==> src/hdl/assert_macros.svh <==
// Assertion macros shared by the RTL of the shuffled lagged Fibonacci generator.
`ifndef ASSERT_MACROS_SVH
`define ASSERT_MACROS_SVH

// Property must hold at every clock edge outside reset.
`define ASSERT_CLK(label, clk, rst, prop, msg) \
   label: assert property (@(posedge clk) disable iff (rst) (prop)) else $error(msg);

// Expression must never be true outside reset.
`define ASSERT_NEVER(label, clk, rst, expr, msg) \
   label: assert property (@(posedge clk) disable iff (rst) !(expr)) else $error(msg);

`endif

==> src/hdl/lfsur_ram.sv <==
// Generic simple dual-port RAM: one write port, one registered read port.
`timescale 1ns / 1ps

module lfsur_ram #(
   parameter int WIDTH = 32,
   parameter int DEPTH = 64,
   localparam int ADDR_BITS = $clog2(DEPTH)
) (
   input  logic                 clock,
   input  logic                 wr_en,
   input  logic [ADDR_BITS-1:0] wr_addr,
   input  logic [WIDTH-1:0]     wr_data,
   input  logic [ADDR_BITS-1:0] rd_addr,
   output logic [WIDTH-1:0]     rd_data
);

   logic [WIDTH-1:0] mem_ff [DEPTH];
   logic [WIDTH-1:0] rd_data_ff;

   always_ff @(posedge clock) begin
      if (wr_en) begin
         mem_ff[wr_addr] <= wr_data;
      end
      rd_data_ff <= mem_ff[rd_addr];
   end

   assign rd_data = rd_data_ff;

endmodule

==> config.mk <==
export PLATFORM = sky130hd
export DESIGN_NAME = lfsur_ram
export DESIGN_NICKNAME = d
export VERILOG_FILES = /design/src/hdl/assert_macros.svh /design/src/hdl/lfsur_ram.sv
export SDC_FILE = /design/constraint.sdc
export NUM_CORES = 2
export LEC_CHECK = 0
export ABC_AREA = 1
export BUFFER_PORTS_ARGS = -buffer_cell sky130_fd_sc_hd__buf_2
export CAP_MARGIN = 15
export CORE_MARGIN = 4
export CORE_UTILIZATION = 40
export CTS_CLUSTER_SIZE = 40
export DETAILED_ROUTE_END_ITERATION = 12
export HOLD_SLACK_MARGIN = 0.08
export MAX_ROUTING_LAYER = met4
export PLACE_DENSITY = 0.67
export SLEW_MARGIN = 20
export SYNTH_ARGS = -nofsm -noshare
export SYNTH_HDL_FRONTEND = slang
export SYNTH_SLANG_ARGS = --single-unit
==> constraint.sdc <==
create_clock -name clock -period 5.4 [get_ports clock]
set_input_delay 1.08 -clock clock [delete_from_list [all_inputs] [get_ports clock]]
set_output_delay 1.08 -clock clock [all_outputs]
set_load 0.03 [all_outputs]
==> results.sh <==
export IMPL_drt_first_pass_iters=5
export IMPL_endpoint="rd_data[18]$_DFF_P_"
export IMPL_cp_startpoint="rd_addr[0]"
export IMPL_grt_max_degree=221
export IMPL_finalHoldViolations=0
export IMPL_r2r_start="mem_ff[49][10]$_DFFE_PP_"
export IMPL_slew_headroom=0.0872
export IMPL_cts_sinks=2080
export IMPL_grt_usage=0.219
export IMPL_worst_slew_pin_slew_ns=1.37
export IMPL_routed_wl_met3_mm=23.5
export IMPL_grt_ovfl_total=0
export IMPL_finClkSkew_ns=0.0358
export IMPL_ant_nets=0
export IMPL_drt_wl_total_mm=234
export IMPL_max_freq_mhz=301
export IMPL_antenna_found_initial=21
export IMPL_met2WireLength_mm=108
export IMPL_crit_chain="buf_8 -> inv_16 -> buf_12 -> nand2_1 -> nand3_1 -> nand3_1 -> nand3_1 -> nand2_1 -> nand2_1 -> nand3_1 -> nand2_1"
export IMPL_critPathRequiredTime_ns=6.16
export IMPL_hp_class="in -> reg"
export IMPL_drv_slew=0
export IMPL_cts_resized=0
export IMPL_root_buffer="clkbuf_16"
export IMPL_route_detailed_drc=0
export IMPL_cts_path_max_buffers=3
export IMPL_grt_pass1_vias=50500
export IMPL_cpPeakStageDelay_ns=0.60
export IMPL_rsz0062_at_grt="false"
export IMPL_cp_max_fo=186
export IMPL_p_per_area_nw_per_um2=363
export IMPL_setup_viol=0
export IMPL_drt_iter0_drc=7399
export IMPL_ir_worst_vdd_uv=256
export IMPL_p_leak_uw=0.0321
export IMPL_synth_warnings=0
export IMPL_fp_row_count=166
export IMPL_period_share=0.616
export IMPL_seq_area_frac_synth=0.751
export IMPL_dieHeight_microns=463
export IMPL_syn_cell_area_sq_um=82700
export IMPL_holdBufCountCts=0
export IMPL_io_buffers=77
export IMPL_wl_met1_mm=91.8
export IMPL_clkLatencyLatePin_ns=0.83
export IMPL_initial_core_util=0.403
export IMPL_reg2reg_depth=8
export IMPL_wire_per_inst_microns=24.5
export IMPL_slowest_stage="inv_16"
export IMPL_clk_pin_slew_worst_paths_ns=0.07
export IMPL_cap_violations=0
export IMPL_synth_top_area_share=0.743
export IMPL_num_vias=54000
export IMPL_synth_area_top_cells="edfxtp_1 74%, nand3_1 12%, nand2_1 10%, buf_2 1.7%, dfxtp_1 0.77%"
export IMPL_numCtsBuffers=192
export IMPL_syn_nets=6815
export IMPL_nets=6769
export IMPL_finalWeightedCongestion=0.895
export IMPL_htree_levels=4
export IMPL_topRoutingLayerUsed="met4"
export IMPL_cts_tree="done"
export IMPL_die_area_sq_um=214000
export IMPL_yosysTopAreaCell="edfxtp_1"
export IMPL_synthToLayoutAreaGrowth_pct=12.1
export IMPL_postCtsSetupRepairBufs=0
export IMPL_fp_dieW_microns=463
export IMPL_status="complete, no violations"
export IMPL_tns_ns=0
export IMPL_rrSetupSlack_ns=3.61
export IMPL_arrival_ns=4.08
export IMPL_drive_gt1_frac=0.0812
export IMPL_syn_avg_cell_area_sq_um=12.2
export IMPL_core_area_sq_um=205000
export IMPL_synth_distinct_cells=16
export IMPL_regToRegEndpoint="rd_data[10]$_DFF_P_"
export IMPL_path_class="in -> reg"
export IMPL_grt_first_pass_wirelength_mm=342
export IMPL_min_period_ns=3.32
export IMPL_vias_per_cell=5.64
export IMPL_dp_hpwl_mm=129
export IMPL_syn_inst=6769
export IMPL_io_pins=78
export IMPL_start_kind="primary input"
export IMPL_hold_ws_ns=0.573
export IMPL_end_kind="flop"
export IMPL_ys_ff_latch=2080
-- layer usage --
layer / track usage / vias up
li1: - / 24000
met4: 0.0952 / 0
met5: - / -
met2: 0.327 / 2888
met1: 0.291 / 26700
met3: 0.0457 / 416
-- kinds of logic after synthesis --
family                 count (synthesis)  share of synthesized area
flip-flops                          2080                      0.751
AND/OR/NAND/NOR                     4228                      0.221
buffers and inverters                461                     0.0278
-- final cells by class --
class | count | area, sq um
Clock buffer | 249 | 5170
Timing Repair Buffer | 209 | 2100
Tap cell | 2688 | 3360
Clock inverter | 106 | 1080
Multi-Input combinational cell | 4228 | 18800
Inverter | 12 | 81.3
Fill cell | 17900 | 112000
Sequential cell | 2080 | 62100
Antenna cell | 16 | 40.0
-- worst max-delay path, delay by kind of cell --
| kind | cells | cell delay (ns) |
|---|---|---|
| buffers and inverters | 3 | 1.36 |
| AND/OR/NAND/NOR | 8 | 1.13 |
-- report_power, final --
| part | internal (uW) | switching (uW) | leakage, uW |
|---|---|---|---|
| clock network | 7630 | 5870 | 0.00304 |
| logic | 479 | 1710 | 0.0104 |
| registers | 17900 | 79.4 | 0.0187 |
| total | 26000 | 7660 | 0.0321 |
-- registers in the layout, summed over array words and instances (netlist names) --
register and cells:
mem_ff 2048, rd_data 32
-- metrics by stage --
step / total power (uW) / setup WS [ns] / utilization / instances / cell area [sq um]
after floorplan: 19400 / 0.190 / - / 6769 / 82700
after global placement: 20400 / 1.38 / 0.419 / 9197 / 86000
after detailed placement: 20400 / 1.41 / 0.420 / 9208 / 86200
after CTS: 33800 / 2.30 / 0.451 / 9563 / 92500
after global routing: 34600 / 2.05 / 0.452 / 9584 / 92700
final: 33600 / 2.08 / 0.452 / 9588 / 92700
-- layout by cell type (no fill, tap or decap), types with 11 or more instances in the layout --
cell | Yosys | routed
buf_12 | 0 | 37
buf_2 | 282 | 49
buf_4 | 45 | 111
bufinv_16 | 0 | 18
clkbuf_1 | 77 | 45
clkbuf_16 | 0 | 195
clkinv_1 | 0 | 29
clkinv_2 | 0 | 35
clkinvlp_4 | 0 | 11
dfxtp_1 | 32 | 32
diode_2 | 0 | 16
edfxtp_1 | 2048 | 2048
nand2_1 | 2248 | 2248
nand3_1 | 1907 | 1907
nor2_4 | 0 | 56
-- worst min path at each step --
| stage | startpoint | to | slack (ns) | cells after the start |
|---|---|---|---|---|
| global route | wr_data[1] | mem_ff[60][1]$_DFFE_PP_ | 0.54 | 1 |
| CTS | wr_data[1] | mem_ff[60][1]$_DFFE_PP_ | 0.51 | 1 |
| floorplan | mem_ff[14][0]$_DFFE_PP_ | rd_data[0]$_DFF_P_ | 0.72 | 8 |
| finish | wr_data[22] | mem_ff[7][22]$_DFFE_PP_ | 0.57 | 1 |
| detailed placement | mem_ff[4][29]$_DFFE_PP_ | rd_data[29]$_DFF_P_ | 0.79 | 8 |
| global placement | mem_ff[4][7]$_DFFE_PP_ | rd_data[7]$_DFF_P_ | 0.79 | 8 |
-- cell usage after synthesis (all sizes together) --
| master | instances |
|---|---|
| nor2 | 56 |
| buf | 372 |
| edfxtp | 2048 |
| nor4 | 8 |
| dfxtp | 32 |
| nand4 | 9 |
| inv | 12 |
| clkbuf | 77 |
| nand3 | 1907 |
| nand2 | 2248 |
Power figures use the tool's default switching activity.
