**src/hdl/assert_macros.svh**
```systemverilog
// Assertion macros shared by the RTL of the shuffled lagged Fibonacci generator.
`ifndef ASSERT_MACROS_SVH
`define ASSERT_MACROS_SVH

// Property must hold at every clock edge outside reset.
`define ASSERT_CLK(label, clk, rst, prop, msg) \
   label: assert property (@(posedge clk) disable iff (rst) (prop)) else $error(msg);

// Expression must never be true outside reset.
`define ASSERT_NEVER(label, clk, rst, expr, msg) \
   label: assert property (@(posedge clk) disable iff (rst) !(expr)) else $error(msg);

`endif

```
**src/hdl/lfsur_pkg.sv**
```systemverilog
// Package: constants, codes and helpers of the shuffled lagged Fibonacci generator.
`timescale 1ns / 1ps

package lfsur_pkg;

   localparam int WORD_BITS      = 32;
   localparam int SPAN_BITS      = WORD_BITS + 1;
   localparam int LAG_DEPTH      = 55;
   localparam int SHUFFLE_DEPTH  = 256;
   localparam int RESULT_BITS    = 31;
   localparam int LAG_ADDR_BITS  = $clog2(LAG_DEPTH);
   localparam int SHUF_ADDR_BITS = $clog2(SHUFFLE_DEPTH);
   localparam int DIV_CNT_BITS   = $clog2(RESULT_BITS + 1);
   localparam int SHORT_START    = 23;
   localparam int LONG_START     = LAG_DEPTH - 1;
   localparam int LAG_GAP        = LONG_START - SHORT_START;

   // Command codes on req_cmd
   localparam logic CMD_RESEED = 1'b0;
   localparam logic CMD_DRAW   = 1'b1;

   // Lag index step: count down, wrap to the top entry
   function automatic logic [LAG_ADDR_BITS-1:0] lag_dec(input logic [LAG_ADDR_BITS-1:0] idx);
      logic [LAG_ADDR_BITS-1:0] res;
      if (idx == '0 || idx >= LAG_ADDR_BITS'(LAG_DEPTH))
         res = LAG_ADDR_BITS'(LAG_DEPTH - 1);
      else
         res = idx - LAG_ADDR_BITS'(1);
      return res;
   endfunction

endpackage

```
**src/hdl/lfsur_div.sv**
```systemverilog
// Bit-serial remainder unit: one dividend bit per cycle.
`timescale 1ns / 1ps

module lfsur_div import lfsur_pkg::*; (
   input  logic                   clock,
   input  logic                   reset,
   input  logic                   start,
   input  logic [RESULT_BITS-1:0] dividend,
   input  logic [SPAN_BITS-1:0]   divisor,
   output logic                   done,
   output logic [RESULT_BITS-1:0] remainder
);

`include "assert_macros.svh"

   logic                    busy_ff;
   logic                    done_ff;
   logic [DIV_CNT_BITS-1:0] cnt_ff;
   logic [RESULT_BITS-1:0]  rem_ff;
   logic [RESULT_BITS-1:0]  dvd_ff;
   logic [SPAN_BITS-1:0]    dsr_ff;

   logic [SPAN_BITS-1:0]    trial;
   logic [SPAN_BITS-1:0]    trial_diff;
   logic [RESULT_BITS-1:0]  rem_in;

   // partial remainder never exceeds the dividend prefix, so it fits RESULT_BITS
   always_comb begin
      trial      = SPAN_BITS'({rem_ff, dvd_ff[RESULT_BITS-1]});
      trial_diff = trial - dsr_ff;
      if (trial >= dsr_ff)
         rem_in = trial_diff[RESULT_BITS-1:0];
      else
         rem_in = trial[RESULT_BITS-1:0];
   end

   always_ff @(posedge clock) begin
      if (reset) begin
         busy_ff <= 1'b0;
         done_ff <= 1'b0;
         cnt_ff  <= '0;
      end else if (start) begin
         busy_ff <= 1'b1;
         done_ff <= 1'b0;
         cnt_ff  <= DIV_CNT_BITS'(RESULT_BITS);
         rem_ff  <= '0;
         dvd_ff  <= dividend;
         dsr_ff  <= divisor;
      end else if (busy_ff) begin
         rem_ff <= rem_in;
         dvd_ff <= {dvd_ff[RESULT_BITS-2:0], 1'b0};
         cnt_ff <= cnt_ff - DIV_CNT_BITS'(1);
         if (cnt_ff == DIV_CNT_BITS'(1)) begin
            busy_ff <= 1'b0;
            done_ff <= 1'b1;
         end
      end
   end

   assign done      = done_ff;
   assign remainder = rem_ff;

   `ASSERT_NEVER(div_busy_and_done, clock, reset, busy_ff && done_ff, "div busy while done")

endmodule
```
**config.mk**
```make
export PLATFORM = sky130hd
export DESIGN_NAME = lfsur_div
export DESIGN_NICKNAME = d
export VERILOG_FILES = /design/src/hdl/lfsur_pkg.sv /design/src/hdl/lfsur_div.sv
export VERILOG_INCLUDE_DIRS = /design/src /design/src/hdl
export SDC_FILE = /design/constraint.sdc
export NUM_CORES = 1
export LEC_CHECK = 0
export BUFFER_PORTS_ARGS = -buffer_cell sky130_fd_sc_hd__buf_2
export CELL_PAD_IN_SITES_DETAIL_PLACEMENT = 0
export CELL_PAD_IN_SITES_GLOBAL_PLACEMENT = 1
export CORE_ASPECT_RATIO = 1.75
export CORE_MARGIN = 1.5
export CORE_UTILIZATION = 45
export CTS_CLUSTER_DIAMETER = 30
export CTS_CLUSTER_SIZE = 12
export DETAILED_ROUTE_END_ITERATION = 8
export GPL_ROUTABILITY_DRIVEN = 0
export PLACE_DENSITY_LB_ADDON = 0.25
export SLEW_MARGIN = 20
export SYNTH_ARGS = -nofsm -noshare
export SYNTH_HDL_FRONTEND = slang
export SYNTH_SLANG_ARGS = --single-unit
```
**constraint.sdc**
```tcl
create_clock -name clock -period 4.5 [get_ports clock]
set_input_delay 0.225 -clock clock [delete_from_list [all_inputs] [get_ports clock]]
set_output_delay 0.225 -clock clock [all_outputs]
set_load 0.02 [all_outputs]
```
==> metrics.cfg, run 1 <==
[timing]
maxSlewHeadroom_pct=29.58
hold_violations=0
setup_ws_ns=1.072
fin_crit_ns=3.428
report.final.slew_viol_count=0
hold_ws_ns=0.04508
fmax_mhz=291.7
setup_viol=0
worst_slew_pin_slew_ns=1.053
skew_ns=0.01194
tns_ns=0
rsz0062_at_grt=no
period_share_pct=76.18

[finish]
drive_above_1_share_pct=26.35
syn_to_final_growth_pct=15.24
instances_no_fill=782
fin_util_pct=52.93
antenna_cells=0
num-nets-final=708

[global_routing]
grt_pass1_wl_um=21250
antenna_found_initial=0
grt_usage_pct=19.78
grt_overflow=0
grt_pass1_vias=4509
grt_max_degree=49

[floorplan]
rows=55
die_area_mm2=0.01386
die_h_um=154.6
die_w_um=89.64
ioPinCount=99
placeableCoreArea_mm2=0.01287
initial_core_util_pct=45.93

[place]
place.detailed.hpwl_um=9465
post-place-ws_ns=1.059
port_buffers=98
dp.cells=766

[yosys]
synth_area_mm2=0.005911
synth_xor_area_share_pct=4.149
synthTopCellsByArea=edfxtp_1, ha_1, mux2_2
synth_most_common_cell=edfxtp_1
synth_edf_count=95
syn_inst=513
synth_top_area_share_pct=48.26
yosysWarnings=0
synth_compound_area_share_pct=12.07
synth_nets=615
ys_ff_latch=102
synthMuxAreaShare_pct=10.46
synth-simple-area-share_pct=10.37
yosys.area.top_type=edfxtp_1
synthAdderAreaFrac_pct=7.536
avgSynthCellArea_um2=11.52
synth_ff_type=edfxtp_1
async_reset_ff_share_pct=0
netlist_top_cells_count=edfxtp_1, inv_1, nor2_1
ys_types=62
yosysSeqAreaShare_pct=50.64
synth_top_family_by_area=compound AO/OA/AOI/OAI gates

[routing]
wirelength_um=12950
wl_per_cell_um=16.55
vias=4223
vias_per_cell=5.400
postRouteAntennaNets=0
drc=0
dr.first_iter.drc_count=142
first_pass_iters=4

[clock_tree]
cts_tree=built
htreeDepth=3
clk_path_buf_depth=2
path_clk_slew_ns=0.08
worstSkewPairLatency_ns=0.35
cts_buffers=9
cts_setup_buffers=0
cts_hold_buf=0
post_cts_resized=0
clockRootBuffer=clkbuf_16
clock-sinks=102

[critical_path]
r2r_start=remainder[12]
rrSetupSlack_ns=1.07
r2r-end=remainder[1]
end_kind=flip-flop
crit_path_max_fanout=35
cp.required_ns=4.68
path_class=reg -> reg
critPathLaunchType=flip-flop
arrival_ns=3.61
rr_worst_depth=10

[min_path]
hold_end=dsr_ff[4]
hold_depth=1
min_path_type=in -> reg
min_from=divisor[4]

[job]
max_cap_violations=0

[pwr]
leakage_nw=2.992
irDropWorstVdd_uv=234.2
powerDensity_mw_per_mm2=365.2

[status]
status=finished, final reports clean

-- cells by family (layout without fill, tap and decap cells) --
| group | count (synthesis) | after routing |
|---|---|---|
| AND/OR/NAND/NOR | 124 | 124 |
| AO/OA/AOI/OAI | 104 | 104 |
| flip-flops | 102 | 102 |
| buffers and inverters | 62 | 160 |
| multiplexers | 58 | 58 |
| adder cells (fa/ha/maj) | 35 | 35 |
| XOR/XNOR | 28 | 28 |
-- worst max path at each step --
stage,start,endpoint,slack (ns),cells past startpoint
floorplan,start,dvd_ff[0],0.45,4
finish,remainder[12],remainder[1],1.07,10
CTS,remainder[12],remainder[1],1.03,10
detailed placement,remainder[12],remainder[0],1.06,10
global route,remainder[12],remainder[1],0.79,10
global placement,remainder[12],remainder[1],1.10,10
-- cells in the final DEF, fill, tap and decap left out, types with 4 or more instances in the layout --
cell	Yosys	layout
nand2b_1	6	6
and2_1	5	5
dfxtp_1	7	7
mux2i_1	28	28
ha_1	34	34
nor2_1	43	41
xor2_1	11	11
nand4_1	4	4
a21oi_1	37	37
nand3_1	9	9
nor3_1	7	7
nand2_1	22	22
a21o_1	12	12
o211ai_1	4	4
xnor2_1	17	17
buf_2	4	98
o21ai_0	12	12
mux2_2	30	30
clkbuf_16	0	9
edfxtp_1	95	95
inv_1	43	43
and3_1	9	9
-- through the flow --
step | power (mW) | cell area (um2)
2_1_floorplan | 1.605 | 5911
6_report | 2.488 | 6812
5_1_grt | 2.612 | 6812
3_5_place_dp | 1.749 | 6528
4_1_cts | 2.515 | 6812
3_3_place_gp | 1.739 | 6528
-- flip-flops by register name, indices dropped and copies added, names as in the netlist --
signal     count
dvd_ff        31
busy_ff        1
dsr_ff        33
cnt_ff         5
remainder     31
done           1
-- worst max-delay path, stage by stage (launching register included) --
cell and delay (ns):
edfxtp_1 0.42, ha_1 0.52, and4_1 0.33, nand3_1 0.12
nor4_1 0.24, nand4_1 0.16, and3_1 0.20, o21ai_2 0.07
nand2_2 0.61, or2_0 0.45, a21oi_1 0.14
-- per-layer routing --
metal  part of all wire, %  track usage [%]
met1                    37            21.10
met3                   4.4            4.055
met2                    55            35.96
met4                   3.2            8.864
met5                     0                0
-- where the power goes --
part           switching, mW  internal, mW
clock                  0.373         0.387
sequential            0.0349          1.12
combinational          0.331         0.242
-- cell type report --
type / instances / area (um2)
clock buffers: 10 / 229.0
clock inverters: 6 / 55.05
fillers: 1203 / 6057
inverters: 44 / 165.2
multi-input cells: 349 / 2650
flip-flops and latches: 102 / 2993
well taps: 171 / 214.0
repair buffers: 100 / 505.5
No activity file was read; power rests on OpenSTA's default activity.
==> inputs of run 2 (changes only) <==
==> constraint.sdc (replaced) <==
create_clock -name clock -period 3.4 [get_ports clock]
set_input_delay 0.17 -clock clock [delete_from_list [all_inputs] [get_ports clock]]
set_output_delay 0.17 -clock clock [all_outputs]
set_load 0.02 [all_outputs]
==> run 2 against run 1 <==
  * Combinational power is 37% higher
  * Critical path depth up 1
  * Sequential power up 33%
==> metrics.cfg, run 2 (same netlist as run 1, synthesis figures left out) <==
[min_path]
hold_end=dvd_ff[0]
min_from=dividend[0]
min_path_type=in -> reg
hold_depth=2

[pwr]
power.total_mw=3.362
irDropWorstVdd_uv=265.5
powerDensity_mw_per_mm2=467.9
leakage_nw=3.153

[routing]
wirelength_um=13020
vias=4299
dr.first_iter.drc_count=142
postRouteAntennaNets=0
vias_per_cell=5.243
wl_per_cell_um=15.87
first_pass_iters=5
drc=0

[global_routing]
grt_max_degree=63
grt_usage_pct=19.97
grt_pass1_vias=4542
grt_pass1_wl_um=21150
antenna_found_initial=0
grt_overflow=0

[floorplan]
die_h_um=154.6
die_area_mm2=0.01386
initial_core_util_pct=45.93
ioPinCount=99
rows=55
die_w_um=89.64
placeableCoreArea_mm2=0.01287

[finish]
largest_reg_flops=33
most-common-layout-cells=buf_2, edfxtp_1, inv_1, nor2_1, a21oi_1
mostFrequentLayoutCell=buf_2
fin_util_pct=55.85
drive_above_1_share_pct=25.42
final_cell_area_mm2=0.007187
num-nets-final=746
largest_register=dsr_ff
fill_cells=1163
syn_to_final_growth_pct=21.59
antenna_cells=0

[critical_path]
arrival_ns=3.33
crit_path_max_fanout=13
rr_worst_depth=11
path_class=reg -> reg
r2r-end=remainder[11]
cp.required_ns=3.62
critPathLaunchType=flip-flop
end_kind=flip-flop
r2r_start=remainder[12]
cpPeakStageDelay_ns=0.52
path_cells=ha_1 -> and4_1 -> nand3_1 -> nor4_1 -> nand4_1 -> and3_1 -> o21ai_2 -> nand2_2 -> buf_4 -> o31ai_1 -> and2_1
cp_slowest_cell=ha_1
rrSetupSlack_ns=0.30

[clock_tree]
cts_setup_buffers=0
cts_buffers=9
path_clk_slew_ns=0.07
cts_hold_buf=32
worstSkewPairLatency_ns=0.35
htreeDepth=3
clk_path_buf_depth=2
clockRootBuffer=clkbuf_16
clock-sinks=102
cts_tree=built
post_cts_resized=0

[timing]
worst_slew_pin_slew_ns=0.8442
fin_crit_ns=3.103
tns_ns=0
fmax_mhz=322.2
setup_viol=0
skew_ns=0.009648
setup_ws_ns=0.2967
hold_violations=0
report.final.slew_viol_count=0
period_share_pct=91.27
rsz0062_at_grt=no
maxSlewHeadroom_pct=43.72

[place]
place.detailed.hpwl_um=9670
post-place-ws_ns=0.3281
place_area_mm2=0.006560
port_buffers=98

[status]
status=finished, final reports clean

[job]
max_cap_violations=0

## run 2: changes by cell type in the layout (fill, tap and decap cells not counted)
| cell | delta |
|---|---|
| clkinv_4 | -2 |
| inv_6 | +2 |
| nor2_2 | +1 |
| clkinv_1 | +2 |
| bufinv_16 | +1 |
| nor2_4 | -1 |
| clkbuf_1 | -1 |
| dlygate4sd3_1 | +33 |
| buf_4 | +5 |
| inv_4 | -1 |
| inv_8 | -2 |
| clkinvlp_4 | +1 |
## run 2: report_power, final
group	switching [mW]	internal, mW
Sequential	0.0466	1.48
Clock	0.475	0.573
Combinational	0.438	0.348
Total	0.960	2.40
## run 2: layout make-up
| type | instances | area (um2) | share of cell area [%] |
|---|---|---|---|
| Clock buffer | 9 | 225.2 | 3.134 |
| Clock inverter | 7 | 71.32 | 0.9923 |
| Inverter | 44 | 165.2 | 2.298 |
| Multi-Input combinational cell | 349 | 2645 | 36.80 |
| Sequential cell | 102 | 2993 | 41.64 |
| Tap cell | 171 | 214.0 | 2.977 |
| Timing Repair Buffer | 138 | 873.3 | 12.15 |
## run 2: stage by stage
step	std cells	hold slack [ns]
floorplan	513	0.2689
global placement	771	0.3465
detailed placement	771	0.3481
CTS	819	0.001095
global route	820	0.1075
finish	820	0.1105
## run 2: how the worst max path moves through the flow
stage                       start             to  slack, ns
global placement       dvd_ff[30]  remainder[24]       0.37
CTS                 remainder[12]   remainder[0]       0.29
detailed placement  remainder[12]  remainder[11]       0.33
global route        remainder[12]   remainder[0]       0.07
floorplan                   start      dvd_ff[0]       0.44
finish              remainder[12]  remainder[11]       0.30
## run 2: per-layer routing
| metal | up-vias | GRT usage (%) | share of wire (%) |
|---|---|---|---|
| li1 | 2142 | - | - |
| met1 | 2026 | 20.77 | 37 |
| met2 | 106 | 37.38 | 56 |
| met3 | 25 | 4.162 | 4.3 |
| met4 | 0 | 7.766 | 2.8 |
| met5 | - | 0 | 0 |
## run 2: critical path, delay by kind of cell, from the launching register on
kind / cells / cell delay [ns]
simple gates: 7 / 1.46
compound gates: 2 / 0.30
buf+inv: 1 / 0.27
fa+ha+maj: 1 / 0.52
flops: 1 / 0.43
==> inputs of run 3 (changes only) <==
--- a/config.mk
+++ b/config.mk
@@ -15,7 +15,7 @@
 export CTS_CLUSTER_DIAMETER = 30
 export CTS_CLUSTER_SIZE = 12
 export DETAILED_ROUTE_END_ITERATION = 8
-export GPL_ROUTABILITY_DRIVEN = 0
+export GPL_ROUTABILITY_DRIVEN = 1
 export PLACE_DENSITY_LB_ADDON = 0.25
 export SLEW_MARGIN = 20
 export SYNTH_ARGS = -nofsm -noshare
==> constraint.sdc (replaced) <==
create_clock -name clock -period 3.1 [get_ports clock]
set_input_delay 0.155 -clock clock [delete_from_list [all_inputs] [get_ports clock]]
set_output_delay 0.155 -clock clock [all_outputs]
set_load 0.02 [all_outputs]
==> run 3 against run 2 <==
  * Combinational power is 14% higher
  * Worst setup slack got worse by 0.090 ns
  * Largest power group unchanged
  * Largest cell class unchanged
  * Clock-buffer cell count rose by 1
  * Sequential share of layout area shrank 0.51 points
  * Clock power grew 11%
  * Critical path type unchanged
  * Maximum frequency up 7.2%
==> metrics.cfg, run 3 (same netlist as run 1, synthesis figures left out) <==
[finish]
num-nets-final=753
antenna_cells=0
fill_cells=1158
largest_reg_flops=33
largest_register=dsr_ff
most-common-layout-cells=buf_2, edfxtp_1, inv_1, nor2_1, a21oi_1
mostFrequentLayoutCell=buf_2
syn_to_final_growth_pct=23.09
drive_above_1_share_pct=26.37
fin_util_pct=56.54

[pwr]
power.total_mw=3.741
powerDensity_mw_per_mm2=514.2
irDropWorstVdd_uv=361.0
leakage_nw=3.209

[global_routing]
grt_pass1_wl_um=21250
grt_max_degree=47
grt_pass1_vias=4623
grt_overflow=0
antenna_found_initial=0
grt_usage_pct=19.82

[critical_path]
rrSetupSlack_ns=0.21
path_class=reg -> reg
cp.required_ns=3.19
end_kind=flip-flop
crit_path_frequent_cell=a21o_1
cp_slowest_cell=fa_1
r2r-end=remainder[24]
path_cells=inv_1 -> ha_1 -> fa_1 -> nand2b_1 -> a21o_1 -> a21o_1 -> a21oi_1 -> a41o_1 -> a21boi_0 -> xnor2_1 -> mux2i_1 -> nor2_1
critical-path-top-delay-family=compound AO/OA/AOI/OAI gates
path_buf_inv=1
arrival_ns=2.98
rr_worst_depth=12
cpPeakStageDelay_ns=0.40
critPathLaunchType=flip-flop
crit_path_max_fanout=3
r2r_start=dvd_ff[30]

[floorplan]
die_h_um=154.6
placeableCoreArea_mm2=0.01287
rows=55
ioPinCount=99
initial_core_util_pct=45.93
die_area_mm2=0.01386
die_w_um=89.64

[clock_tree]
post_cts_resized=0
clockRootBuffer=clkbuf_16
cts_tree=built
cts_hold_buf=33
htreeDepth=3
path_clk_slew_ns=0.08
cts_setup_buffers=0
clock-sinks=102
clk_path_buf_depth=2
cts_buffers=9
worstSkewPairLatency_ns=0.35

[place]
place.detailed.hpwl_um=9755
port_buffers=98
gp_congestion=0.8643

[timing]
hold_ws_ns=0.09794
worst_slew_pin_slew_ns=0.5491
hold_violations=0
report.final.slew_viol_count=0
fin_crit_ns=2.894
skew_ns=0.009141
setup_viol=0
maxSlewHeadroom_pct=63.39
rsz0062_at_grt=no
tns_ns=0
period_share_pct=93.35
fmax_mhz=345.6

[routing]
vias=4377
vias_per_cell=5.293
wirelength_um=13080
wl_per_cell_um=15.82
first_pass_iters=4
dr.first_iter.drc_count=152
drc=0
postRouteAntennaNets=0

[min_path]
hold_end=dvd_ff[0]
min_from=dividend[0]
hold_depth=2
min_path_type=in -> reg

[status]
status=finished, final reports clean

[job]
max_cap_violations=0

## run 3: how the worst max path moves through the flow
| stage | start | endpoint | slack, ns | cells past startpoint |
|---|---|---|---|---|
| after detailed placement | dvd_ff[30] | remainder[24] | 0.24 | 12 |
| after floorplan | start | dvd_ff[0] | 0.15 | 4 |
| final | dvd_ff[30] | remainder[24] | 0.21 | 12 |
| after CTS | dvd_ff[30] | remainder[24] | 0.19 | 12 |
| after global placement | dvd_ff[30] | remainder[24] | 0.20 | 12 |
| after global routing | remainder[3] | remainder[17] | 0.08 | 10 |
## run 3: stage by stage
step	cell area, um2	setup slack, ns	std cells
2_1_floorplan	5913	0.1510	513
3_3_place_gp	6638	0.2021	778
3_5_place_dp	6638	0.2380	778
4_1_cts	7276	0.1947	827
5_1_grt	7276	0.07641	827
6_report	7276	0.2063	827
## run 3: cell type report
| cell class | count | area [um2] | share of cell area [%] |
|---|---|---|---|
| clock inverters | 6 | 78.83 | 1.083 |
| flip-flops and latches | 102 | 2993 | 41.13 |
| clock buffers | 10 | 229.0 | 3.147 |
| inverters | 44 | 165.2 | 2.270 |
| multi-input cells | 349 | 2645 | 36.35 |
| well taps | 171 | 214.0 | 2.941 |
| repair buffers | 145 | 950.9 | 13.07 |
## run 3: worst reg2reg max path, stage by stage, from the launching register on
cell and delay [ns]:
edfxtp_1 0.36, inv_1 0.05, ha_1 0.21, fa_1 0.40, nand2b_1 0.18, a21o_1 0.19
a21o_1 0.18, a21oi_1 0.22, a41o_1 0.36, a21boi_0 0.17, xnor2_1 0.15, mux2i_1 0.13
nor2_1 0.06
## run 3: metal layers
| metal | track usage [%] | wire, um | share of wire (%) |
|---|---|---|---|
| met5 | 0 | 0 | 0 |
| met4 | 6.667 | 255 | 1.9 |
| met3 | 3.682 | 491 | 3.8 |
| met2 | 37.67 | 7349 | 56 |
| met1 | 20.84 | 4984 | 38 |
## run 3: report_power, final
group | leakage (nW) | switching (mW) | internal [mW] | total, mW
registers | 0.967 | 0.0492 | 1.62 | 1.67
clock network | 0.151 | 0.531 | 0.643 | 1.17
logic | 2.09 | 0.491 | 0.403 | 0.894
